<file path="src/haversine_distance_macros.svh">
// Assertion macros for the haversine distance block.
// Used by the top level only; no other dependencies.
`ifndef HAVERSINE_DISTANCE_MACROS_SVH
`define HAVERSINE_DISTANCE_MACROS_SVH

// same-cycle implication
`define HVD_ASSERT_IMP(label, clk, rst_n, ante, cons, msg) \
    label: assert property (@(posedge clk) disable iff (!rst_n) (ante) |-> (cons)) \
        else $error(msg);

// next-cycle implication
`define HVD_ASSERT_NXT(label, clk, rst_n, ante, cons, msg) \
    label: assert property (@(posedge clk) disable iff (!rst_n) (ante) |=> (cons)) \
        else $error(msg);

`endif

</file>
<file path="src/hvd_pkg.sv">
// Package for the haversine distance block: widths, constants, item type,
// CORDIC arctangent table. No dependencies.
package hvd_pkg;

    localparam int LAT_W   = 24;
    localparam int LON_W   = 25;
    localparam int DIST_W  = 23;
    localparam int ANG_W   = 33;   // Q24 degrees, signed
    localparam int ROT_W   = 33;   // rotation x/y, Q30 signed
    localparam int VEC_W   = 34;   // vectoring x/y, Q30 signed
    localparam int Q30_W   = 31;   // unsigned 0 .. 1.0
    localparam int SQ_W    = 62;   // integer square root working width
    localparam int STEPS   = 30;
    localparam int ISQ_STEPS = 31;

    localparam logic signed [ANG_W-1:0] LAT_MAX = 33'sd5898240;
    localparam logic signed [ANG_W-1:0] LON_MAX = 33'sd11796480;
    localparam logic signed [ANG_W-1:0] DEG90   = 33'sd1509949440;
    localparam logic signed [ANG_W-1:0] DEG180  = 33'sd3019898880;
    localparam logic signed [ROT_W-1:0] GAIN    = 33'sd652032874;
    localparam logic [Q30_W-1:0]        ONE_Q30 = 31'h4000_0000;
    localparam logic [31:0]             DIST_SCALE = 32'd3731079249;
    localparam logic [DIST_W-1:0]       DIST_MAX   = 23'd5124023;

    typedef struct packed {
        logic signed [ANG_W-1:0] la;
        logic signed [ANG_W-1:0] lb;
        logic signed [ANG_W-1:0] hlat;
        logic signed [ANG_W-1:0] hlon;
    } hvd_item_t;

    typedef struct packed {
        logic push;
        logic pop;
        logic full;
        logic empty;
    } hvd_qstat_t;

    // atan(2^-i) in Q24 degrees
    function automatic logic signed [ANG_W-1:0] atan_deg(input int i);
        logic signed [ANG_W-1:0] r;
        case (i)
            0:  r = 33'sd754974720;
            1:  r = 33'sd445687602;
            2:  r = 33'sd235489088;
            3:  r = 33'sd119537938;
            4:  r = 33'sd60000934;
            5:  r = 33'sd30029717;
            6:  r = 33'sd15018523;
            7:  r = 33'sd7509720;
            8:  r = 33'sd3754917;
            9:  r = 33'sd1877466;
            10: r = 33'sd938734;
            11: r = 33'sd469367;
            12: r = 33'sd234684;
            13: r = 33'sd117342;
            14: r = 33'sd58671;
            15: r = 33'sd29335;
            16: r = 33'sd14668;
            17: r = 33'sd7334;
            18: r = 33'sd3667;
            19: r = 33'sd1833;
            20: r = 33'sd917;
            21: r = 33'sd458;
            22: r = 33'sd229;
            23: r = 33'sd115;
            24: r = 33'sd57;
            25: r = 33'sd29;
            26: r = 33'sd14;
            27: r = 33'sd7;
            28: r = 33'sd4;
            29: r = 33'sd2;
            default: r = '0;
        endcase
        return r;
    endfunction

endpackage

</file>
<file path="src/hvd_in_if.sv">
// Input channel: one point pair per beat.
// Depends on hvd_pkg for field widths.
interface hvd_in_if;
    import hvd_pkg::*;
    logic                    valid;
    logic                    ready;
    logic signed [LAT_W-1:0] lat_a;
    logic signed [LON_W-1:0] lon_a;
    logic signed [LAT_W-1:0] lat_b;
    logic signed [LON_W-1:0] lon_b;
    modport source (output valid, lat_a, lon_a, lat_b, lon_b, input ready);
    modport sink   (input valid, lat_a, lon_a, lat_b, lon_b, output ready);
endinterface

</file>
<file path="src/hvd_front.sv">
// Front end: accepts point pairs, saturates angles, forms Q24 angles and
// half differences with longitude wrap. Depends on hvd_pkg, hvd_in_if.
module hvd_front (
    input  logic              clk,
    input  logic              rst_n,
    hvd_in_if.sink            pair,
    output logic              item_valid,
    input  logic              item_ready,
    output hvd_pkg::hvd_item_t item
);
    import hvd_pkg::*;

    logic               f_v_reg;
    hvd_item_t          f_item_reg;
    hvd_item_t          f_item_next;
    logic               take;

    function automatic logic signed [ANG_W-1:0] sat(input logic signed [ANG_W-1:0] v,
                                                    input logic signed [ANG_W-1:0] lim);
        logic signed [ANG_W-1:0] r;
        if (v > lim)
            r = lim;
        else if (v < -lim)
            r = -lim;
        else
            r = v;
        return r <<< 8;
    endfunction

    logic signed [ANG_W-1:0] oa, ob;
    logic signed [ANG_W:0]   dlon;
    logic signed [ANG_W-1:0] hl;

    always_comb
    begin
        f_item_next.la = sat({{(ANG_W-LAT_W){pair.lat_a[LAT_W-1]}}, pair.lat_a}, LAT_MAX);
        f_item_next.lb = sat({{(ANG_W-LAT_W){pair.lat_b[LAT_W-1]}}, pair.lat_b}, LAT_MAX);
        oa = sat({{(ANG_W-LON_W){pair.lon_a[LON_W-1]}}, pair.lon_a}, LON_MAX);
        ob = sat({{(ANG_W-LON_W){pair.lon_b[LON_W-1]}}, pair.lon_b}, LON_MAX);
        // differences of multiples of 256 are even, so the shift is exact
        f_item_next.hlat = (f_item_next.lb - f_item_next.la) >>> 1;
        dlon = {ob[ANG_W-1], ob} - {oa[ANG_W-1], oa};
        hl = dlon[ANG_W:1];
        if (hl > DEG90)
            f_item_next.hlon = hl - DEG180;
        else if (hl < -DEG90)
            f_item_next.hlon = hl + DEG180;
        else
            f_item_next.hlon = hl;
    end

    assign pair.ready = !f_v_reg || item_ready;
    assign take       = pair.valid && pair.ready;

    always_ff @(posedge clk or negedge rst_n)
    begin
        if (!rst_n)
        begin
            f_v_reg <= 1'b0;
        end
        else if (pair.ready)
        begin
            f_v_reg <= pair.valid;
        end
    end

    always_ff @(posedge clk)
    begin
        if (take)
        begin
            f_item_reg <= f_item_next;
        end
    end

    assign item_valid = f_v_reg;
    assign item       = f_item_reg;

endmodule

</file>
<file path="src/flat_wrapper.sv">
// flat-port wrapper written by rule: the top's interface ports become plain ports
module hvd_front_flat import hvd_pkg::*;
  (clk, rst_n, item_valid, item_ready, item, pair_valid, pair_lat_a, pair_lon_a, pair_lat_b, pair_lon_b, pair_ready);
  hvd_in_if pair_i ();
  input  logic clk;
  input  logic rst_n;
  output logic item_valid;
  input  logic item_ready;
  output hvd_pkg::hvd_item_t item;
  input wire logic [$bits(pair_i.valid)-1:0] pair_valid;
  input wire logic [$bits(pair_i.lat_a)-1:0] pair_lat_a;
  input wire logic [$bits(pair_i.lon_a)-1:0] pair_lon_a;
  input wire logic [$bits(pair_i.lat_b)-1:0] pair_lat_b;
  input wire logic [$bits(pair_i.lon_b)-1:0] pair_lon_b;
  output wire logic [$bits(pair_i.ready)-1:0] pair_ready;
  assign pair_i.valid = pair_valid;
  assign pair_i.lat_a = pair_lat_a;
  assign pair_i.lon_a = pair_lon_a;
  assign pair_i.lat_b = pair_lat_b;
  assign pair_i.lon_b = pair_lon_b;
  assign pair_ready = pair_i.ready;
  hvd_front u_core (.clk(clk), .rst_n(rst_n), .pair(pair_i), .item_valid(item_valid), .item_ready(item_ready), .item(item));
endmodule
</file>
<file path="config.mk">
export PLATFORM = sky130hd
export DESIGN_NAME = hvd_front_flat
export DESIGN_NICKNAME = d
export VERILOG_FILES = /design/src/haversine_distance_macros.svh /design/src/hvd_pkg.sv /design/src/hvd_in_if.sv /design/src/hvd_front.sv /design/src/flat_wrapper.sv
export SDC_FILE = /design/constraint.sdc
export NUM_CORES = 1
export LEC_CHECK = 0
export ABC_AREA = 1
export BUFFER_PORTS_ARGS = -buffer_cell sky130_fd_sc_hd__buf_4
export CORE_MARGIN = 2
export CORE_UTILIZATION = 50
export CTS_CLUSTER_SIZE = 28
export DETAILED_ROUTE_END_ITERATION = 7
export PLACE_DENSITY_LB_ADDON = 0.12
export RECOVER_POWER = 50
export SYNTH_ARGS = -nofsm -noshare
export SYNTH_HDL_FRONTEND = slang
export SYNTH_SLANG_ARGS = --single-unit
</file>
<file path="constraint.sdc">
create_clock -name clk -period 15.7 [get_ports clk]
set_clock_uncertainty 0.1 [all_clocks]
set_input_delay 0.785 -clock clk [delete_from_list [all_inputs] [get_ports clk]]
set_output_delay 0.785 -clock clk [all_outputs]
set_load 0.05 [all_outputs]
</file>
* Word level (Yosys, flattened, before mapping)
Index checks and enable logic that the tools add are counted.
** Cells by class
- Multiplexer cells :: 10
- Reductions and logical operators :: 3
- Order comparisons :: 10
- $add $sub $neg :: 4
** Operators with widths (count)
- 25-bit 2-to-1 mux :: 8
- 33-bit 2-to-1 mux :: 2
- 25-bit greater-than comparator, second input constant :: 2
- 25-bit < comparator, second input constant :: 2
- 24-bit greater-than comparator, second input constant :: 2
- 24-bit < comparator, second input constant :: 2
- 33-bit by 33-bit subtractor with 34-bit output :: 1
- 33-bit adder, second input constant :: 1
- 33-bit by 32-bit greater-than comparator with 1-bit output, second input constant :: 1
- 33-bit by 32-bit < comparator with 1-bit output, second input constant :: 1
- 33-bit subtractor :: 1
- 33-bit subtractor, second input constant :: 1
- 1-bit logical AND :: 1
- 1-bit logical NOT :: 1
- 1-bit logical OR :: 1
** Word-level totals
- Bits of input ports :: 102
- Register bits :: 116
- Logic and storage cells :: 32
- Output and inout port bits :: 134

* Longest topological paths before layout
Gate-level depths: netlist of the first run.
- Depth after elaboration :: 7
- Mapped depth :: 31
- Gate-level depth less buffers :: 30

* Worst setup path after synthesis of the first run
OpenSTA, ideal clock, no wires.
- Path type :: input to register
- From :: in pair_valid
- To :: reg u_core.f_item_reg, in the netlist u_core.item[107] (enable)
- Required time :: 15.011 ns
- Path slack :: 9.406 ns
- Data arrival time :: 5.605 ns
- Library setup time :: 0.589 ns
- Stages :: 2
- Path through :: inv_1 a21oi_1
** On the way
- Longest elaborated chain between the ends :: 1
** RTL lines
- start: declaration :: RTL line flat_wrapper.sv:10 : input wire logic [$bits(pair_i.valid)-1:0] pair_valid;
- 1-bit logical AND :: RTL line hvd_front.sv:53 : assign take = pair.valid && pair.ready;
- net u_core.take :: RTL line hvd_front.sv:16 : logic take;
- end signal: assignment :: RTL line hvd_front.sv:71 : f_item_reg <= f_item_next;
- end: declaration :: RTL line hvd_front.sv:14 : hvd_item_t f_item_reg;
The timed path passes the listed nets, and every way through them passes these cells.
A chain may end at the register's enable or synchronous reset.

==> results of run 1 <==
==> synth_stat cells, drive strengths merged (4+ instances only) <==
library cell,number
a21oi,52
buf,34
clkbuf,12
clkinv,4
edfxtp,99
ha,55
inv,196
nand2,306
nand3,83
nand4,32
nor2,84
nor3,32
nor4,15
o211ai,4
o21ai,28
xnor2,14
xor2,27
==> state kept, by name (all words and copies together) (netlist names) <==
signal             count
u_core.item           99
u_core.item_valid      1
==> through the flow <==
stage,util (%),total power [W],worst slack (ns)
floorplan,-,0.000872,9.41
global placement,60.6,0.00103,10.66
finish,60.2,0.00123,10.92
CTS,62.5,0.00126,10.97
global route,60.2,0.00131,10.31
detailed placement,60.6,0.00104,10.59
==> area by class of cell <==
class	instances	area (µm²)
flip-flops and latches	100	3000
repair buffers	208	1180
clock buffers	9	225
inverters	201	768
multi-input cells	784	4350
clock inverters	7	80.1
fillers	1615	6530
well taps	220	275
==> path summary, 6_finish.rpt <==
kind | end | depth (start not counted) | startpoint | slack (ns)
setup / recovery | u_core.item[29] | 25 | pair_lon_a[18] | 10.92
hold / removal | u_core.item_valid | 1 | rst_n | 0.12
setup reg to reg | u_core.item[26] | 3 | u_core.item_valid | 11.86
hold reg to reg | u_core.item_valid | 2 | u_core.item_valid | 0.51
max in group asynchronous | u_core.item_valid | 1 | rst_n | 15.30
min in group clk | u_core.item_valid | 2 | u_core.item_valid | 0.51
==> worst register-to-register path: stages (launching register included) <==
cell	delay [ns]
dfrtp_1	0.42
a21oi_4	0.15
clkbuf_1	1.96
buf_4	0.83
==> per-layer routing <==
| layer | up-vias | part of all wire (%) |
|---|---|---|
| met1 | 3544 | 41 |
| li1 | 3941 | - |
| met2 | 277 | 50 |
| met5 | - | 0 |
| met4 | 0 | 2.6 |
| met3 | 35 | 6.3 |
==> logic make-up after synthesis <==
kind of cell    synth area share, %
fa+ha+maj                      8.79
simple gates                   31.5
flops                          36.2
compound gates                 6.27
xor+xnor                       4.33
other cells                  0.0453
buf+inv                        12.9
==> power breakdown <==
part           internal [W]  switching [W]  leakage (nW)  total [W]
clock              0.000113       0.000111         0.146   0.000224
sequential         0.000354      0.0000119         0.962   0.000366
combinational      0.000180       0.000461          3.80   0.000642
total              0.000648       0.000584          4.91    0.00123
==> metrics.yaml, run 1 <==
synth_top_area_cell: "edfxtp_1"
grt-ovfl-total: 0
grtUsageMet3_pct: 3.79
cp-start-kind: "input pin"
fin_crit_ns: 4.78
grt_pass1_wl_mm: 36.1
routabilityCongestion: 0.933
maxSlewHeadroom_pct: -84.0
drt-pass1-iter-count: 7
cap_violations: 1
core_um2: 16400
grt.met1_usage_pct: 31.0
cp_num_buf_inv: 4
synthArstFlopShare_pct: 1.00
min-delay-path-class: "in -> async"
diodes: 0
crit_slowest_cell: "clkinv_1"
rsz0062_at_grt: "false"
setup_tns_ns: 0
finish.instance_area_um2: 9880
vias: 7797
ant_nets: 0
crit_required_ns: 15.72
path_max_fanout: 19
io_buffers: 205
cp_common_cell: "nand2_1"
p_per_area_nw_per_um2: 125
cts-root-buf: "clkbuf_16"
rows: 47
cts.path.max_buffers: 2
seq_area_frac_synth_pct: 36.2
crit_type: "in -> reg"
synthesis.instances: 1102
slew_viol_final: 52
drive_gt1_share_pct: 13.8
vdd_drop_max_mv: 0.0607
area_delta_synth_final_pct: 19.2
grt_max_degree: 52
ioPinCount: 236
synth_cell_types: 40
period_share_pct: 30.4
dr.first_iter.drc_count: 619
initial_utilization_pct: 50.5
htree_num_levels: 3
grt_busiest_layer: "met2"
crit_arrival_ns: 4.80
use_met2_pct: 47.0
place_area_um2: 9950
syn-mean-instance-area_um2: 7.52
yosys_register_bits: 100
power_leakage_nw: 4.91
synth_top_area_share_pct: 35.9
synth_flop_cell: "edfxtp_1"
tightest_slew_ns: 2.76
clk_latency_ns: 0.34
mostFrequentLayoutCells: "281 x nand2_1, 193 x inv_1, 105 x buf_4"
grt_usage_pct: 25.7
status: "complete, but fails checks"
cts.clk_slew.worst_paths_ns: 0.08
die_w_um: 133
clock_sinks: 100
cts_tree: "built"
holdWs_ns: 0.120
grt_antenna_before_repair: 0
dp.cells: 1513
synth_edf_count: 99
fin_nets: 1463
final_cells: 1529
final_common_cell: "nand2_1"
grt_pass1_vias: 7367
die-area_um2: 17600
post_drt_wl_per_cell_um: 14.8
worst_setup_path_end_kind: "flip-flop"
postCtsSetupBuffers: 0
cts_resized: 0
setup_viol: 0
fmax_ghz: 0.209
cp_top_family: "simple AND/OR/NAND/NOR gates"
post-route-drc-count: 0
avgViaCountPerCell: 5.10
die_height_um: 133
synth_area_um2: 8290
ys.warnings.count: 0
synthTopCellsByArea: "edfxtp_1 36%, nand2_1 13%, inv_1 8.7%, ha_1 8.3%, nand3_1 4.5%"
hold_viol_final: 0
wl_mm: 22.6
violations: "max-capacitance violations, max-slew violations"
numCtsBuffers: 9
hpwlAfterDp_mm: 18.7
slowest_delay_ns: 0.61
cts_hold_buf: 0
(Power assumes the default switching activity.)
==> run 2, diff against run 1 <==
- clock period: 15.7 -> 4.45 ns (I/O delays scaled with it)
==> run 2 against run 1 <==
The flow finishes with violations (negative hold slack, max-capacitance violations, max-slew violations). First-iteration DRC count decreased by 9.0%. Cell area increased by 0.39%. Utilization increased by 0.24 points. Via count increased by 1.1%. Count of clock-buffer cells in the layout increased by 1. Critical path type unchanged. Largest cell class unchanged. Highest routed layer unchanged.
==> metrics.yaml, run 2 (same netlist as run 1, synthesis figures left out) <==
status: "complete, but fails checks"
tightest_slew_ns: 3.32
mostFrequentLayoutCells: "281 x nand2_1, 193 x inv_1, 105 x buf_4, 105 x clkbuf_1, 99 x edfxtp_1"
dr.first_iter.drc_count: 563
post-route-drc-count: 0
dp.cells: 1520
core_um2: 16400
rows: 47
initial_utilization_pct: 50.5
cp_common_cell: "nand2_1"
dp_slack_ns: 0.179
setup_viol: 0
die_height_um: 133
place_area_um2: 10000
cts_resized: 0
grt_pass1_vias: 7552
area_delta_synth_final_pct: 19.7
ant_nets: 0
finish.instance_area_um2: 9910
worst_slack_ns: 0.467
slowest_delay_ns: 0.46
maxSlewHeadroom_pct: -121
largest_reg_flops: 99
setup_tns_ns: 0
fin_nets: 1471
htree_num_levels: 3
fillers: 1620
avgViaCountPerCell: 5.13
path_max_fanout: 17
post_drt_wl_per_cell_um: 15.0
p_per_area_nw_per_um2: 441
grt_usage_pct: 26.1
wl_mm: 23.0
crit_type: "in -> reg"
cts.clk_slew.worst_paths_ns: 0.08
fin_util_pct: 60.4
grt_max_degree: 67
cts-root-buf: "clkbuf_16"
crit_required_ns: 4.47
drive_gt1_share_pct: 13.9
cts.path.max_buffers: 2
power_leakage_nw: 4.93
die_w_um: 133
period_share_pct: 89.5
grt-ovfl-total: 0
fin_crit_ns: 3.98
final_cells: 1537
holdWs_ns: -0.0255
drt-pass1-iter-count: 6
hold_viol_final: 1
die-area_um2: 17600
min_path_cells: 3
min-delay-path-class: "in -> reg"
routabilityCongestion: 0.928
final_common_cell: "nand2_1"
rsz0062_at_grt: "false"
vias: 7883
clk_latency_ns: 0.36
crit_slowest_cell: "nor4_1"
worst_setup_path_end_kind: "flip-flop"
worst_r2r_path_depth: 2
numCtsBuffers: 9
io_buffers: 205
grt_antenna_before_repair: 0
slew_viol_final: 34
clock_sinks: 100
crit_arrival_ns: 4.00
grt_pass1_wl_mm: 36.7
fmax_ghz: 0.251
violations: "negative hold slack, max-capacitance violations, max-slew violations"
cts_tree: "built"
vdd_drop_max_mv: 0.207
cp-start-kind: "input pin"
ioPinCount: 236
cap_violations: 1
hpwlAfterDp_mm: 19.0
diodes: 0
==> run 2: cell count changes in the layout (fill, tap and decap cells not counted), sizes merged <==
cell,previous run,this run
clkbuf,112,119
dlygate4sd3,0,1
inv,199,198
buf,105,106
==> run 2: final timing paths <==
| path | from | end | slack, ns |
|---|---|---|---|
| min | pair_valid | u_core.item_valid | -0.03 |
| max reg2reg | u_core.item_valid | u_core.item[9] | 0.71 |
| min reg2reg | u_core.item_valid | u_core.item_valid | 0.45 |
| max in group asynchronous | rst_n | u_core.item_valid | 4.08 |
| min in group asynchronous | rst_n | u_core.item_valid | 0.08 |
| max | pair_lon_a[2] | u_core.item[30] | 0.47 |
==> run 2: per-layer routing <==
metal	share of wire (%)	vias up	track usage, %	routed length, µm
met5	0	-	0	0
met4	2.5	0	8.24	586
met3	5.6	39	4.29	1280
met2	51	253	47.9	11700
met1	41	3629	31.1	9450
li1	-	3962	-	-
==> run 2: worst max-delay path: cells and delay by family <==
family / cells / cell delay, ns
and+or+nand+nor: 17 / 2.40
buffers and inverters: 4 / 0.49
AOI/OAI and AO/OA: 1 / 0.16
adders and majority gates: 2 / 0.59
xor gates and xnor gates: 1 / 0.12
==> run 2: stage by stage <==
step,hold WS (ns),total power [W]
after floorplan,-0.173,0.00307
after global placement,-0.102,0.00367
after detailed placement,-0.102,0.00370
after CTS,0.00713,0.00449
after global routing,-0.0209,0.00465
final,-0.0255,0.00438
==> run 2: repair_timing <==
item,4_1_cts,5_1_grt
setup buffers,0,0
endpoints found under the hold margin,1,0
hold buffers,1,0
==> run 2: cell type report <==
type	instances	area [µm²]	area share (%)
multi-input combinational	784	4340	43.7
sequential	100	3000	30.2
timing repair buffer	216	1240	12.5
inverter	201	768	7.75
tap	220	275	2.78
clock buffer	10	239	2.41
clock inverter	6	56.3	0.568
==> run 2: report_power, final <==
part	total (W)	internal, W	switching [W]
combinational	0.00229	0.000645	0.00165
clock	0.000797	0.000406	0.000391
sequential	0.00129	0.00125	0.0000385
total	0.00438	0.00230	0.00208
