File: config.mk
export PLATFORM = sky130hd
export DESIGN_NAME = hvd_queue
export DESIGN_NICKNAME = d
export VERILOG_FILES = /design/src/haversine_distance_macros.svh /design/src/hvd_pkg.sv /design/src/hvd_queue.sv
export SDC_FILE = /design/constraint.sdc
export NUM_CORES = 1
export LEC_CHECK = 0
export BUFFER_PORTS_ARGS = -buffer_cell sky130_fd_sc_hd__buf_4
export CORE_UTILIZATION = 45
export DETAILED_ROUTE_END_ITERATION = 12
export GPL_TIMING_DRIVEN = 1
export PLACE_DENSITY_LB_ADDON = 0.15
export SYNTH_ARGS = -nofsm -noshare
export SYNTH_HDL_FRONTEND = slang
export SYNTH_SLANG_ARGS = --single-unit
File: constraint.sdc
create_clock -name clk -period 6.3 [get_ports clk]
set_input_delay 0.315 -clock clk [delete_from_list [all_inputs] [get_ports clk]]
set_output_delay 0.315 -clock clk [all_outputs]
set_load 0.1 [all_outputs]
File: src/haversine_distance_macros.svh
// Assertion macros for the haversine distance block.
// Used by the top level only; no other dependencies.
`ifndef HAVERSINE_DISTANCE_MACROS_SVH
`define HAVERSINE_DISTANCE_MACROS_SVH

// same-cycle implication
`define HVD_ASSERT_IMP(label, clk, rst_n, ante, cons, msg) \
    label: assert property (@(posedge clk) disable iff (!rst_n) (ante) |-> (cons)) \
        else $error(msg);

// next-cycle implication
`define HVD_ASSERT_NXT(label, clk, rst_n, ante, cons, msg) \
    label: assert property (@(posedge clk) disable iff (!rst_n) (ante) |=> (cons)) \
        else $error(msg);

`endif

File: src/hvd_pkg.sv
// Package for the haversine distance block: widths, constants, item type,
// CORDIC arctangent table. No dependencies.
package hvd_pkg;

    localparam int LAT_W   = 24;
    localparam int LON_W   = 25;
    localparam int DIST_W  = 23;
    localparam int ANG_W   = 33;   // Q24 degrees, signed
    localparam int ROT_W   = 33;   // rotation x/y, Q30 signed
    localparam int VEC_W   = 34;   // vectoring x/y, Q30 signed
    localparam int Q30_W   = 31;   // unsigned 0 .. 1.0
    localparam int SQ_W    = 62;   // integer square root working width
    localparam int STEPS   = 30;
    localparam int ISQ_STEPS = 31;

    localparam logic signed [ANG_W-1:0] LAT_MAX = 33'sd5898240;
    localparam logic signed [ANG_W-1:0] LON_MAX = 33'sd11796480;
    localparam logic signed [ANG_W-1:0] DEG90   = 33'sd1509949440;
    localparam logic signed [ANG_W-1:0] DEG180  = 33'sd3019898880;
    localparam logic signed [ROT_W-1:0] GAIN    = 33'sd652032874;
    localparam logic [Q30_W-1:0]        ONE_Q30 = 31'h4000_0000;
    localparam logic [31:0]             DIST_SCALE = 32'd3731079249;
    localparam logic [DIST_W-1:0]       DIST_MAX   = 23'd5124023;

    typedef struct packed {
        logic signed [ANG_W-1:0] la;
        logic signed [ANG_W-1:0] lb;
        logic signed [ANG_W-1:0] hlat;
        logic signed [ANG_W-1:0] hlon;
    } hvd_item_t;

    typedef struct packed {
        logic push;
        logic pop;
        logic full;
        logic empty;
    } hvd_qstat_t;

    // atan(2^-i) in Q24 degrees
    function automatic logic signed [ANG_W-1:0] atan_deg(input int i);
        logic signed [ANG_W-1:0] r;
        case (i)
            0:  r = 33'sd754974720;
            1:  r = 33'sd445687602;
            2:  r = 33'sd235489088;
            3:  r = 33'sd119537938;
            4:  r = 33'sd60000934;
            5:  r = 33'sd30029717;
            6:  r = 33'sd15018523;
            7:  r = 33'sd7509720;
            8:  r = 33'sd3754917;
            9:  r = 33'sd1877466;
            10: r = 33'sd938734;
            11: r = 33'sd469367;
            12: r = 33'sd234684;
            13: r = 33'sd117342;
            14: r = 33'sd58671;
            15: r = 33'sd29335;
            16: r = 33'sd14668;
            17: r = 33'sd7334;
            18: r = 33'sd3667;
            19: r = 33'sd1833;
            20: r = 33'sd917;
            21: r = 33'sd458;
            22: r = 33'sd229;
            23: r = 33'sd115;
            24: r = 33'sd57;
            25: r = 33'sd29;
            26: r = 33'sd14;
            27: r = 33'sd7;
            28: r = 33'sd4;
            29: r = 33'sd2;
            default: r = '0;
        endcase
        return r;
    endfunction

endpackage

File: src/hvd_queue.sv
// Short FIFO between front end and math pipeline.
// Depends on hvd_pkg.
module hvd_queue #(
    parameter int DEPTH = 4
) (
    input  logic               clk,
    input  logic               rst_n,
    input  logic               push_valid,
    output logic               push_ready,
    input  hvd_pkg::hvd_item_t push_item,
    output logic               pop_valid,
    input  logic               pop_ready,
    output hvd_pkg::hvd_item_t pop_item,
    output hvd_pkg::hvd_qstat_t stat
);
    import hvd_pkg::*;

    localparam int PW = (DEPTH > 1) ? $clog2(DEPTH) : 1;
    localparam int CW = $clog2(DEPTH + 1);

    hvd_item_t     mem [DEPTH];
    hvd_item_t     head_reg;
    logic [PW-1:0] wr_reg, rd_reg, rd_inc;
    logic [CW-1:0] cnt_reg;
    logic          push, pop, full, empty;

    assign full       = (cnt_reg == CW'(DEPTH));
    assign empty      = (cnt_reg == '0);
    assign push_ready = !full;
    assign pop_valid  = !empty;
    assign push       = push_valid && !full;
    assign pop        = pop_ready && !empty;
    assign rd_inc     = (rd_reg == PW'(DEPTH - 1)) ? '0 : rd_reg + 1'b1;
    assign pop_item   = head_reg;
    assign stat       = '{push: push, pop: pop, full: full, empty: empty};

    always_ff @(posedge clk or negedge rst_n)
    begin
        if (!rst_n)
        begin
            wr_reg  <= '0;
            rd_reg  <= '0;
            cnt_reg <= '0;
        end
        else
        begin
            if (push)
                wr_reg <= (wr_reg == PW'(DEPTH - 1)) ? '0 : wr_reg + 1'b1;
            if (pop)
                rd_reg <= rd_inc;
            if (push && !pop)
                cnt_reg <= cnt_reg + 1'b1;
            else if (pop && !push)
                cnt_reg <= cnt_reg - 1'b1;
        end
    end

    // head entry lives in a register; a pop refills it from the next slot
    always_ff @(posedge clk)
    begin
        if (push)
            mem[wr_reg] <= push_item;
        if (push && (empty || (pop && cnt_reg == CW'(1))))
            head_reg <= push_item;
        else if (pop && cnt_reg != CW'(1))
            head_reg <= mem[rd_inc];
    end

endmodule

== Word-level counts from Yosys, hierarchy flattened ==
Memory sizes are Yosys's and may differ from the RTL's.
Cells that the tools add are included.
Storage, ports and cells
  register bits: 139
  bits in writable memories: 528
  input bits: 136
  output and inout port bits: 138
  logic and storage cells: 40
  memories kept: 1
Memories
  mem: words 4, bits a word 132, read ports 1, clocked after Yosys merged registers in 0, wr ports 1, line hvd_queue.sv:21  | hvd_item_t mem [DEPTH];
Cells by class
  add/sub/neg operators: 4
  equality and inequality tests: 5
  multiplexer cells: 8
  reduce and logical (&&, ||, !) cells: 15
Operator list (number)
  $mux W132: 2
  $logic_and A1 B1 Y1: 7
  $mux W3: 2
  $add A2 B1 Y2 const B: 2
  $eq A2 B2 Y1 const B: 2
  $logic_not A1 Y1: 4
  $mux W2: 2
  $reduce_bool A2 Y1: 2
  $add A3 B1 Y3 const B: 1
  $eq A3 B1 Y1 const B: 1
  $eq A3 B3 Y1 const B: 1
  $logic_not A3 Y1: 1
  $ne A3 B1 Y1 const B: 1
  $sub A3 B1 Y3 const B: 1
  $mux W1: 2
  $logic_or A1 B1 Y1: 1

== Depth between registers and ports, before layout ==
Gate-level depths: netlist (run 1).
  depth in word-level cells: 7
  gate-level depth with buffers: 8
  depth with buffers taken out: 8

== Worst setup path before layout (run 1) ==
No wires, ideal clock.
  path kind: register to register
  from: register cnt_reg[0]
  to: register head_reg (netlist bit pop_item[0]) (enable)
  library setup time: 0.624 ns
  arrival: 7.056 ns
  required time: 5.676 ns
  setup slack: -1.381 ns
  stages on the path, launching flop included: 7
  path buffers: 0
  period minus slack after synthesis: 7.681 ns
  path through: dfrtp_1 -> inv_1 -> ha_1 -> nand2b_1 -> inv_1 -> nor2_1 -> nor2_1
Between the ends
  cells in the longest elaborated chain, start to end: 7
  elaborated cells on any way between the ends: 13
  those cells by class: eq/ne (3); reduce/logical (10)
RTL lines
  start: declaration: line hvd_queue.sv:24  | logic [CW-1:0] cnt_reg;
  start signal: assignment: line hvd_queue.sv:52  | cnt_reg <= cnt_reg + 1'b1;
  start signal: assignment: line hvd_queue.sv:54  | cnt_reg <= cnt_reg - 1'b1;
  $logic_not A3 Y1 *: line hvd_queue.sv:28  | assign empty = (cnt_reg == '0);
  $logic_not A1 Y1 *
  via pop_valid: line hvd_queue.sv:11  | output logic pop_valid,
  $logic_and A1 B1 Y1 *: line hvd_queue.sv:32  | assign pop = pop_ready && !empty;
  $logic_and A1 B1 Y1: line hvd_queue.sv:63  | if (push && (empty || (pop && cnt_reg == CW'(1))))
  $logic_or A1 B1 Y1: line hvd_queue.sv:63
  $logic_and A1 B1 Y1: line hvd_queue.sv:63
  $reduce_bool A2 Y1 (no source line) *
  end signal: assignment: line hvd_queue.sv:64  | head_reg <= push_item;
  end signal: assignment: line hvd_queue.sv:66  | head_reg <= mem[rd_inc];
  end: declaration: line hvd_queue.sv:22  | hvd_item_t head_reg;
The timed path passes the listed nets; every way through them passes the cells marked *.
A chain may end at the register's enable or synchronous reset.

== Final worst setup path (run 1) ==
  from: register cnt_reg[0]
  to: register head_reg (netlist bit pop_item[65]) (data pin)
Between the ends
  cells in the longest elaborated chain, start to end: 7
  elaborated cells on any way between the ends: 11
  those cells by class: eq/ne (2); mux (1); reduce/logical (8)
RTL lines (line)
  $logic_not A3 Y1: hvd_queue.sv:28
  $logic_not A1 Y1: hvd_queue.sv:32
  $logic_and A1 B1 Y1: hvd_queue.sv:32
  $logic_and A1 B1 Y1: hvd_queue.sv:63
  $logic_or A1 B1 Y1: hvd_queue.sv:63
  $logic_and A1 B1 Y1 *: hvd_queue.sv:63
  $mux W132 *: hvd_queue.sv:63
Mark *: on every way between the ends. The rest lies on a longest branch, timed or not.

==> run metrics, run 1 <==
status completed; Worst Tran Pin Value 0.988 ns; Slowest-stage cell, CP buf_4; reg2reg end pop_item[65]$_DFFE_PP_; Reg2Reg Depth 7; synthesized area per cell 24.5 sq um; GRT Total Usage 0.184; Syn Nets between 1000 and 1500; Clock Latency Late Sink 0.59 ns; WP depth 7; Max-slew headroom 0.341; Worst Setup SP cnt_reg[0]$_DFFE_PN0P_; htree depth 3; Critical Path Start Type register; Final Hold Fails 0; asr flop ratio synth 0.0105; Tcrit/Tclk final 0.495; Final min period 3.12 ns; setup TNS 0 ns; final WL 51200 um; Yosys top cell by area edfxtp_1; Max Slew Vio Count 0; top sig layer met5; Row Count 86; R2R setup slack 3.18 ns; post-route ant nets 0; WP data arrival 3.46 ns; initial cell density of the core 0.456; RSZ-0062 raised after global routing false; initial antenna violation count 5; DRT met1 WL 21600 um; I/O pin count roughly 270; Yosys top cell area share 0.789; Vias/cell 5.17; CTS tree done; CP delay by family, top buffers and inverters; Post-Syn Area 0.0251 sq mm; Clock transition at path regs 0.06 ns; vias in the first global route 12700; critical path, cell by cell inv_1, ha_1, a21oi_1, nor3b_4, buf_4, buf_4, mux2_2; final setup margin 3.18 ns; Critical R2R Launch cnt_reg[0]$_DFFE_PN0P_; met3 wire length 2720 um; Main synth FF type edfxtp_1; wire per inst between 20 and 25 um; Final Setup Violations 0; height of the die 238 um; crit-path max FO 46; Residual DRC 0; commonest cells in the netlist edfxtp_1 (660), mux2_2 (134), mux4_2 (132); DR vias 11700; input/output buffers 273; synthesized flop and latch total 667; gpl congestion 0.686; Syn-to-layout area delta 25.4%; CTS Buf Count 70; Worst path most repeated cell buf_4; Die ar. 0.0567 sq mm; Fillers 4170; starting DRC count in detailed routing just under 700; setup bufs post-CTS 0; Final Skew ~0.011 ns; f_max 321 MHz; Hold-fix buffers, CTS 133; first-pass GRT wire length 77300 um; Yosys warnings 0; Post-Place Worst Slack 3.12 ns; critical path class register to register; Clock Tree Buf Depth 3; count leader, synth edfxtp_1; CTS root buf clkbuf_16; number of enable flip-flop cells after synthesis 660; Buf/Inv on CP 3; die width 238 um; post-synthesis cell type count 23; GRT overflow 0; Core Box Area 0.0551 sq mm; largest net degree at the start of global routing roughly 130; Max stage delay on crit path 0.69 ns; max reg flops 528; HPWL after detailed placement 27500 um; cts repair resizes 0; CP required about 6.6 ns; largest cells by area after synthesis edfxtp_1 (79%), mux4_2 (12%), mux2_2 (6.0%); Critical Path Sink pop_item[65]$_DFFE_PP_; Seq/Total Area, Yosys 0.796; ratio of cells with drive above 1 in the final layout 0.429; DR pass1 iterations 4; max-cap viol count 0; Gate Count Post-Synth 1026; critical path endpoint category register; Hold WC Path Type input port to async pin; Clock Sinks 667; # nets final between 1500 and 2000; met2 wire length roughly 26000 um
[kinds of logic (layout without fill, tap and decap cells)]
kind of cell             Yosys count  in the layout  synth area share
flip-flops                       667            667             0.796
multiplexers                     267            267             0.179
buffers and inverters             56            553            0.0140
AND/OR/NAND/NOR                   18             18           0.00359
adder cells (fa/ha/maj)           10             10           0.00498
AO/OA/AOI/OAI                      5              5           0.00110
XOR/XNOR                           3              3           0.00105
other                              0              1                 0
[per-stage QoR]
stage                      util  instance area, sq um  cells  hold WS [ns]
after floorplan               -                 25100   1026        0.0194
after global placement    0.508                 28000   2011         0.139
after detailed placement  0.508                 28000   2011         0.138
after CTS                 0.571                 31500   2271        0.0410
after global routing      0.571                 31500   2272        0.0824
final                     0.571                 31500   2272        0.0789
[layer usage]
| metal | global-route usage | vias to the layer above |
|---|---|---|
| met2 | 0.305 | 271 |
| met1 | 0.241 | 6175 |
| met4 | 0.0569 | 8 |
| li1 | - | 5217 |
| met5 | 0 | - |
| met3 | 0.0440 | 69 |
[final cells by class]
class	count	area (sq um)	share of cell area
Sequential cell	667	20000	0.635
Multi-Input combinational cell	303	4800	0.152
Timing Repair Buffer	419	3570	0.113
Clock buffer	92	1900	0.0603
Tap cell	748	936	0.0297
Clock inverter	35	262	0.00831
Inverter	7	26.3	0.000835
Antenna cell	1	2.50	0.0000795
[cell usage in the layout (no fill, tap or decap), types with 2 or more instances in the layout]
cell           synthesis  layout
clkbuf_16              0      73
and2_4                 0       4
clkinv_2               0       8
clkinv_1               0      15
xor2_1                 2       2
mux4_2               132     132
nand2_1                5       5
dfrtp_1                7       6
inv_1                  7       7
buf_4                 13     279
buf_12                 0       7
o21ai_0                3       3
dlygate4sd3_1          0     133
inv_6                  0       5
nor2_1                 6       5
clkinvlp_4             0       3
clkbuf_1               6      19
edfxtp_1             660     660
bufinv_16              0       3
ha_1                  10       9
mux2_2               134     134
[worst min-delay path by stage]
| stage | startpoint | end | cells past startpoint |
|---|---|---|---|
| after global placement | rst_n | cnt_reg[1]$_DFFE_PN0P_ | 1 |
| after detailed placement | rst_n | cnt_reg[2]$_DFFE_PN0P_ | 1 |
| final | rst_n | rd_reg[0]$_DFFE_PN0P_ | 2 |
| after floorplan | rst_n | cnt_reg[0]$_DFFE_PN0P_ | 0 |
| after CTS | rst_n | rd_reg[0]$_DFFE_PN0P_ | 2 |
| after global routing | rst_n | rd_reg[0]$_DFFE_PN0P_ | 2 |
Power of run 1 is left out: the tool's default activity adds up to more than one toggle a clock period on the data nets, which glitch-free logic cannot reach.
==> inputs of run 2 (changes only) <==
==> constraint.sdc (replaced) <==
create_clock -name clk -period 3.1 [get_ports clk]
set_input_delay 0.155 -clock clk [delete_from_list [all_inputs] [get_ports clk]]
set_output_delay 0.155 -clock clk [all_outputs]
set_load 0.1 [all_outputs]
==> run metrics, run 2 (synthesis gave the netlist of run 1 again) <==
status completed; Critical Path Start Type register; final core occ 0.580 (+0.00865); Clock transition at path regs 0.06 ns (about the same); Final Hold Fails 0 (unchanged); wire per inst 22.3 um (-1.1%); ratio of cells with drive above 1 in the final layout 0.442 (+0.0132); DR pass1 iterations 5 (+1); DP Cell Count 2027 (+0.80%); most frequent cells in the layout edfxtp_1 (660), buf_4 (281), mux2_2 (134), dlygate4sd3_1 (134), mux4_2 (132); initial cell density of the core 0.456 (unchanged); final WL 51100 um (-0.18%); input/output buffers 273 (unchanged); GRT overflow 0 (unchanged); die width 238 um (unchanged); f_max 411 MHz (+28%); DR vias 11900 (+0.97%); max-cap viol count 0 (unchanged); Reg2Reg Depth 5 (-2); I/O pin count 274 (unchanged); Worst Tran Pin Value 0.730 ns (-0.259 ns); height of the die 238 um (unchanged); Tcrit/Tclk final 0.785 (+0.290); Core Box Area 0.0551 sq mm (unchanged); Hold WC Path Type input port to register; commonest non-fill, non-tap cell in the layout edfxtp_1; Fillers 4122 (-1.2%); Hold-fix buffers, CTS 134 (+0.75%); first-pass GRT wire length 77400 um (+0.17%); reg2reg end mem[0][74]$_DFFE_PP_; largest net degree at the start of global routing 88 (-34%); Row Count 86 (unchanged); Clock Tree Buf Depth 3 (unchanged); Syn-to-layout area delta 27.3%; Slowest-stage cell, CP a21boi_1; max reg flops 528 (unchanged); Final Setup Violations 0 (unchanged); Post-Place Worst Slack 0.667 ns (-2.45 ns); HPWL after detailed placement 29200 um (+6.0%); critical path class register to register; post-route ant nets 0 (unchanged); GRT Total Usage 0.184 (-0.000357); vias in the first global route 12700 (+0.38%); CTS tree done; R2R setup slack 0.67 ns (-2.51 ns); Final min period 2.43 ns (-0.685 ns); CTS root buf clkbuf_16; setup bufs post-CTS 0 (unchanged); Min-Delay Path Depth 3; Final Skew 0.0143 ns (+0.00282 ns); CP required 3.37 ns (-3.27 ns); Clock Sinks 667 (unchanged); # nets final 1632 (+1.1%); critical path endpoint category register; worst hold endpoint rd_reg[0]$_DFFE_PN0P_; Max Slew Vio Count 0 (unchanged); starting DRC count in detailed routing 714 (+3.9%); Max-slew headroom 0.514 (+0.172); Die ar. 0.0567 sq mm (unchanged); gpl congestion 0.729 (+6.2%); crit-path max FO 21 (-54%); Post-Layout Cell Count 2292 (+0.88%); initial antenna violation count 5 (unchanged); critical path, cell by cell inv_2, ha_4, a21boi_1, and2_4, buf_4; Worst Min Path Start pop_ready; WP data arrival 2.70 ns (-0.76 ns); htree depth 3 (unchanged); cts repair resizes 0 (unchanged); Vias/cell 5.17 (about the same); Clock Latency Late Sink 0.59 ns (about the same); setup TNS 0 ns (unchanged); Critical R2R Launch cnt_reg[0]$_DFFE_PN0P_; RSZ-0062 raised after global routing false; Residual DRC 0 (unchanged); CTS Buf Count 71 (+1.4%); final setup margin 0.666 ns (-2.51 ns); Max stage delay on crit path 0.54 ns (-0.15 ns)
## run 2: worst max-delay path by stage
stage / cells past startpoint / to / slack (ns) / startpoint
global route: 5 / mem[0][74]$_DFFE_PP_ / 0.53 / cnt_reg[0]$_DFFE_PN0P_
global placement: 5 / mem[0][72]$_DFFE_PP_ / 0.70 / cnt_reg[0]$_DFFE_PN0P_
floorplan: 6 / pop_item[0]$_DFFE_PP_ / -0.27 / cnt_reg[0]$_DFFE_PN0P_
finish: 5 / mem[0][74]$_DFFE_PP_ / 0.67 / cnt_reg[0]$_DFFE_PN0P_
CTS: 5 / mem[0][74]$_DFFE_PP_ / 0.66 / cnt_reg[0]$_DFFE_PN0P_
detailed placement: 5 / mem[0][73]$_DFFE_PP_ / 0.67 / cnt_reg[0]$_DFFE_PN0P_
## run 2: cell type report
| type | instances | area, sq um | area share |
|---|---|---|---|
| clock buffer | 89 | 1930 | 0.0604 |
| antenna | 3 | 7.51 | 0.000235 |
| sequential | 667 | 20000 | 0.626 |
| timing repair buffer | 436 | 3870 | 0.121 |
| clock inverter | 39 | 374 | 0.0117 |
| inverter | 7 | 26.3 | 0.000822 |
| tap | 748 | 936 | 0.0293 |
| multi-input combinational | 303 | 4820 | 0.151 |
## run 2: routing by layer
layer / vias up / track usage / part of all wire
li1: 5240 / - / -
met1: 6278 / 0.249 / 0.43
met2: 272 / 0.304 / 0.50
met3: 60 / 0.0348 / 0.047
met4: 4 / 0.0536 / 0.016
met5: - / 0 / 0.00045
## run 2: critical path, delay by kind of cell (launching register included)
family / cells / cell delay, ns
AND/OR/NAND/NOR: 1 / 0.52
buffers and inverters: 2 / 0.45
flip-flops: 1 / 0.42
adder cells (fa/ha/maj): 1 / 0.18
AO/OA/AOI/OAI: 1 / 0.54
## run 2: per-stage QoR
step                hold WS (ns)  area [sq um]
floorplan                 -0.141         25100
global placement         -0.0187         28300
detailed placement       -0.0212         28300
CTS                       0.0479         32000
global route              0.0606         32000
finish                    0.0728         32000
Power of run 2 is left out for the same reason.
==> inputs of run 3 (changes only) <==
--- a/config.mk
+++ b/config.mk
@@ -5,6 +5,7 @@
 export SDC_FILE = /design/constraint.sdc
 export NUM_CORES = 1
 export LEC_CHECK = 0
+export ABC_AREA = 1
 export BUFFER_PORTS_ARGS = -buffer_cell sky130_fd_sc_hd__buf_4
 export CORE_UTILIZATION = 45
 export DETAILED_ROUTE_END_ITERATION = 12
==> constraint.sdc (replaced) <==
create_clock -name clk -period 2.4 [get_ports clk]
set_input_delay 0.12 -clock clk [delete_from_list [all_inputs] [get_ports clk]]
set_output_delay 0.12 -clock clk [all_outputs]
set_load 0.1 [all_outputs]
==> run metrics, run 3 <==
status completed; Placed Area 0.0296 sq mm (+4.7%); I/O pin count 274 (unchanged); Clock Latency Late Sink 0.60 ns (about the same); CTS root buf clkbuf_16; Residual DRC 0 (unchanged); critical path class register to output port; final WL 63000 um (+23%); Gate Count Post-Synth 2189 (+110%); HPWL after detailed placement 35900 um (+23%); commonest non-fill, non-tap cell in the layout edfxtp_1; post-synthesis cell type count 21 (-8.7%); critical path endpoint category output port; crit-path max FO 7 (-67%); Worst Tran Pin Value 0.825 ns (+0.0952 ns); synthesized flop and latch total 667 (unchanged); worst hold endpoint mem[0][14]$_DFFE_PP_; max-cap viol count 0 (unchanged); Reg2Reg Depth 10 (+5); largest net degree at the start of global routing 133 (+51%); htree depth 3 (unchanged); Final Setup Violations 0 (unchanged); Die ar. 0.0599 sq mm (+5.6%); gpl congestion 0.794 (+8.9%); RSZ-0062 raised after global routing false; Post-Place Worst Slack 0.0216 ns (-0.646 ns); Yosys warnings 0 (unchanged); Seq/Total Area, Yosys 0.754 (-0.0427); Yosys top cell by area edfxtp_1; Syn-to-layout area delta 25.0%; Max-slew headroom 0.450 (-0.0635); Tcrit/Tclk final 0.931; post-route ant nets 0 (unchanged); cell area after layout 0.0332 sq mm (+3.7%); input/output buffers 273 (unchanged); Critical R2R Launch cnt_reg[1]$_DFFE_PN0P_; max reg flops 528 (unchanged); Post-Syn Area 0.0265 sq mm (+5.7%); setup TNS 0 ns (unchanged); reg2reg end pop_item[37]$_DFFE_PP_; number of enable flip-flop cells after synthesis 660 (unchanged); commonest cells in the netlist edfxtp_1 (660), nor2_1 (530), nand2_1 (411); count leader, synth edfxtp_1; starting DRC count in detailed routing 1204 (+69%); Min-Delay Path Depth 2 (-1); asr flop ratio synth 0.0105 (unchanged); Vias/cell 5.10 (-1.3%); CTS tree done; final setup margin 0.165 ns (-0.501 ns); worst hold margin 0.271 ns (+0.198 ns); height of the die 245 um (+2.8%); first-pass GRT wire length 97000 um (+25%); ratio of cells with drive above 1 in the final layout 0.167 (-0.275); CP required 2.28 ns (-1.09 ns); f_max about 450 MHz; Main synth FF type edfxtp_1; most frequent cells in the layout edfxtp_1 (660), nor2_1 (525), nand2_1 (409); # nets final 2726 (+67%); die width 245 um (+2.8%); DR vias 17400 (+46%); initial cell density of the core 0.458 (+0.00233); GRT Total Usage 0.210 (+0.0267); Clock transition at path regs 0.06 ns (about the same); Critical Path Start Type register; Max Slew Vio Count 0 (unchanged); initial antenna violation count 5 (unchanged); multi-input logic area 0.00585 sq mm (+21%); Row Count 88 (+2.3%); Core Box Area 0.0579 sq mm (+5.1%); CTS Buf Count 68 (-4.2%); Fillers 4743 (+15%); Syn Nets 2335 (+99%); wire per inst 18.5 um (-17%); Hold WC Path Type input port to register; Clock Sinks 667 (unchanged); Yosys top cell area share 0.747 (-0.0423); Final Skew 0.0256 ns (+0.0113 ns); Clock Tree Buf Depth 3 (unchanged); GRT overflow 0 (unchanged); largest cells by area after synthesis edfxtp_1 (75%), nor2_1 (7.5%), nand2_1 (5.8%); synthesized area per cell 12.1 sq um (-50%); Final min period 2.24 ns; register area 0.0200 sq mm (unchanged); DR pass1 iterations 5 (unchanged); Worst Min Path Start push_item[14]; R2R setup slack 0.19 ns (-0.48 ns); Final Hold Fails 0 (unchanged); vias in the first global route 16800 (+32%); WP data arrival 2.12 ns (-0.58 ns)
[run 3: per-layer routing]
layer / vias to the layer above / global-route usage / routed length, um
met5: - / 0 / 13
met4: 2 / 0.0586 / 927
met3: 62 / 0.0389 / 4290
met2: 532 / 0.331 / 29600
met1: 8396 / 0.299 / 28200
li1: 8358 / - / -
[run 3: critical path: stages (launching register included)]
cell and delay (ns):
dfrtp_1 0.40, inv_1 0.15, ha_4 0.18, inv_2 0.07
nor2_4 0.15, clkinvlp_4 0.14, nand2_4 0.13, inv_1 0.05
buf_4 0.23
[run 3: how the worst max path moves through the flow]
| stage | startpoint | endpoint | cells past startpoint |
|---|---|---|---|
| after floorplan | cnt_reg[0]$_DFFE_PN0P_ | mem[0][0]$_DFFE_PP_ | 8 |
| after global placement | cnt_reg[1]$_DFFE_PN0P_ | pop_item[18]$_DFFE_PP_ | 10 |
| after detailed placement | cnt_reg[1]$_DFFE_PN0P_ | pop_item[112]$_DFFE_PP_ | 10 |
| after CTS | cnt_reg[1]$_DFFE_PN0P_ | pop_item[1]$_DFFE_PP_ | 10 |
| after global routing | cnt_reg[1]$_DFFE_PN0P_ | stat[2] | 8 |
| final | cnt_reg[1]$_DFFE_PN0P_ | stat[2] | 8 |
[run 3: kinds of logic (layout without fill, tap and decap cells)]
logic type	after synthesis	count (layout)	share of synthesized area
simple gates	1080	1080	0.160
flops	667	667	0.754
compound gates	268	268	0.0506
buf+inv	161	602	0.0302
fa+ha+maj	10	10	0.00472
xor+xnor	3	3	0.000991
other cells	0	5	0
[run 3: final cells by class]
| type | instances | area share |
|---|---|---|
| Sequential cell | 667 | 0.603 |
| Multi-Input combinational cell | 1361 | 0.176 |
| Timing Repair Buffer | 455 | 0.125 |
| Clock buffer | 84 | 0.0551 |
| Tap cell | 765 | 0.0289 |
| Clock inverter | 36 | 0.00759 |
| Inverter | 27 | 0.00355 |
| Antenna cell | 5 | 0.000377 |
[run 3: timing repair]
action / CTS / global route
endpoints found under the hold margin: 669 / 0
setup endpoints to repair: 1 / 94
resized for setup: 4 / 2
buffers inserted: 0 / 2
gates cloned: 0 / 1
hold buffers: 135 / 0
pin swaps: 0 / 1
[run 3: per-stage QoR]
step	utilization	std cells
3_5_place_dp	0.512	3137
6_report	0.572	3400
3_3_place_gp	0.512	3137
4_1_cts	0.571	3392
2_1_floorplan	-	2189
5_1_grt	0.572	3397
Power of run 3 is left out for the same reason.
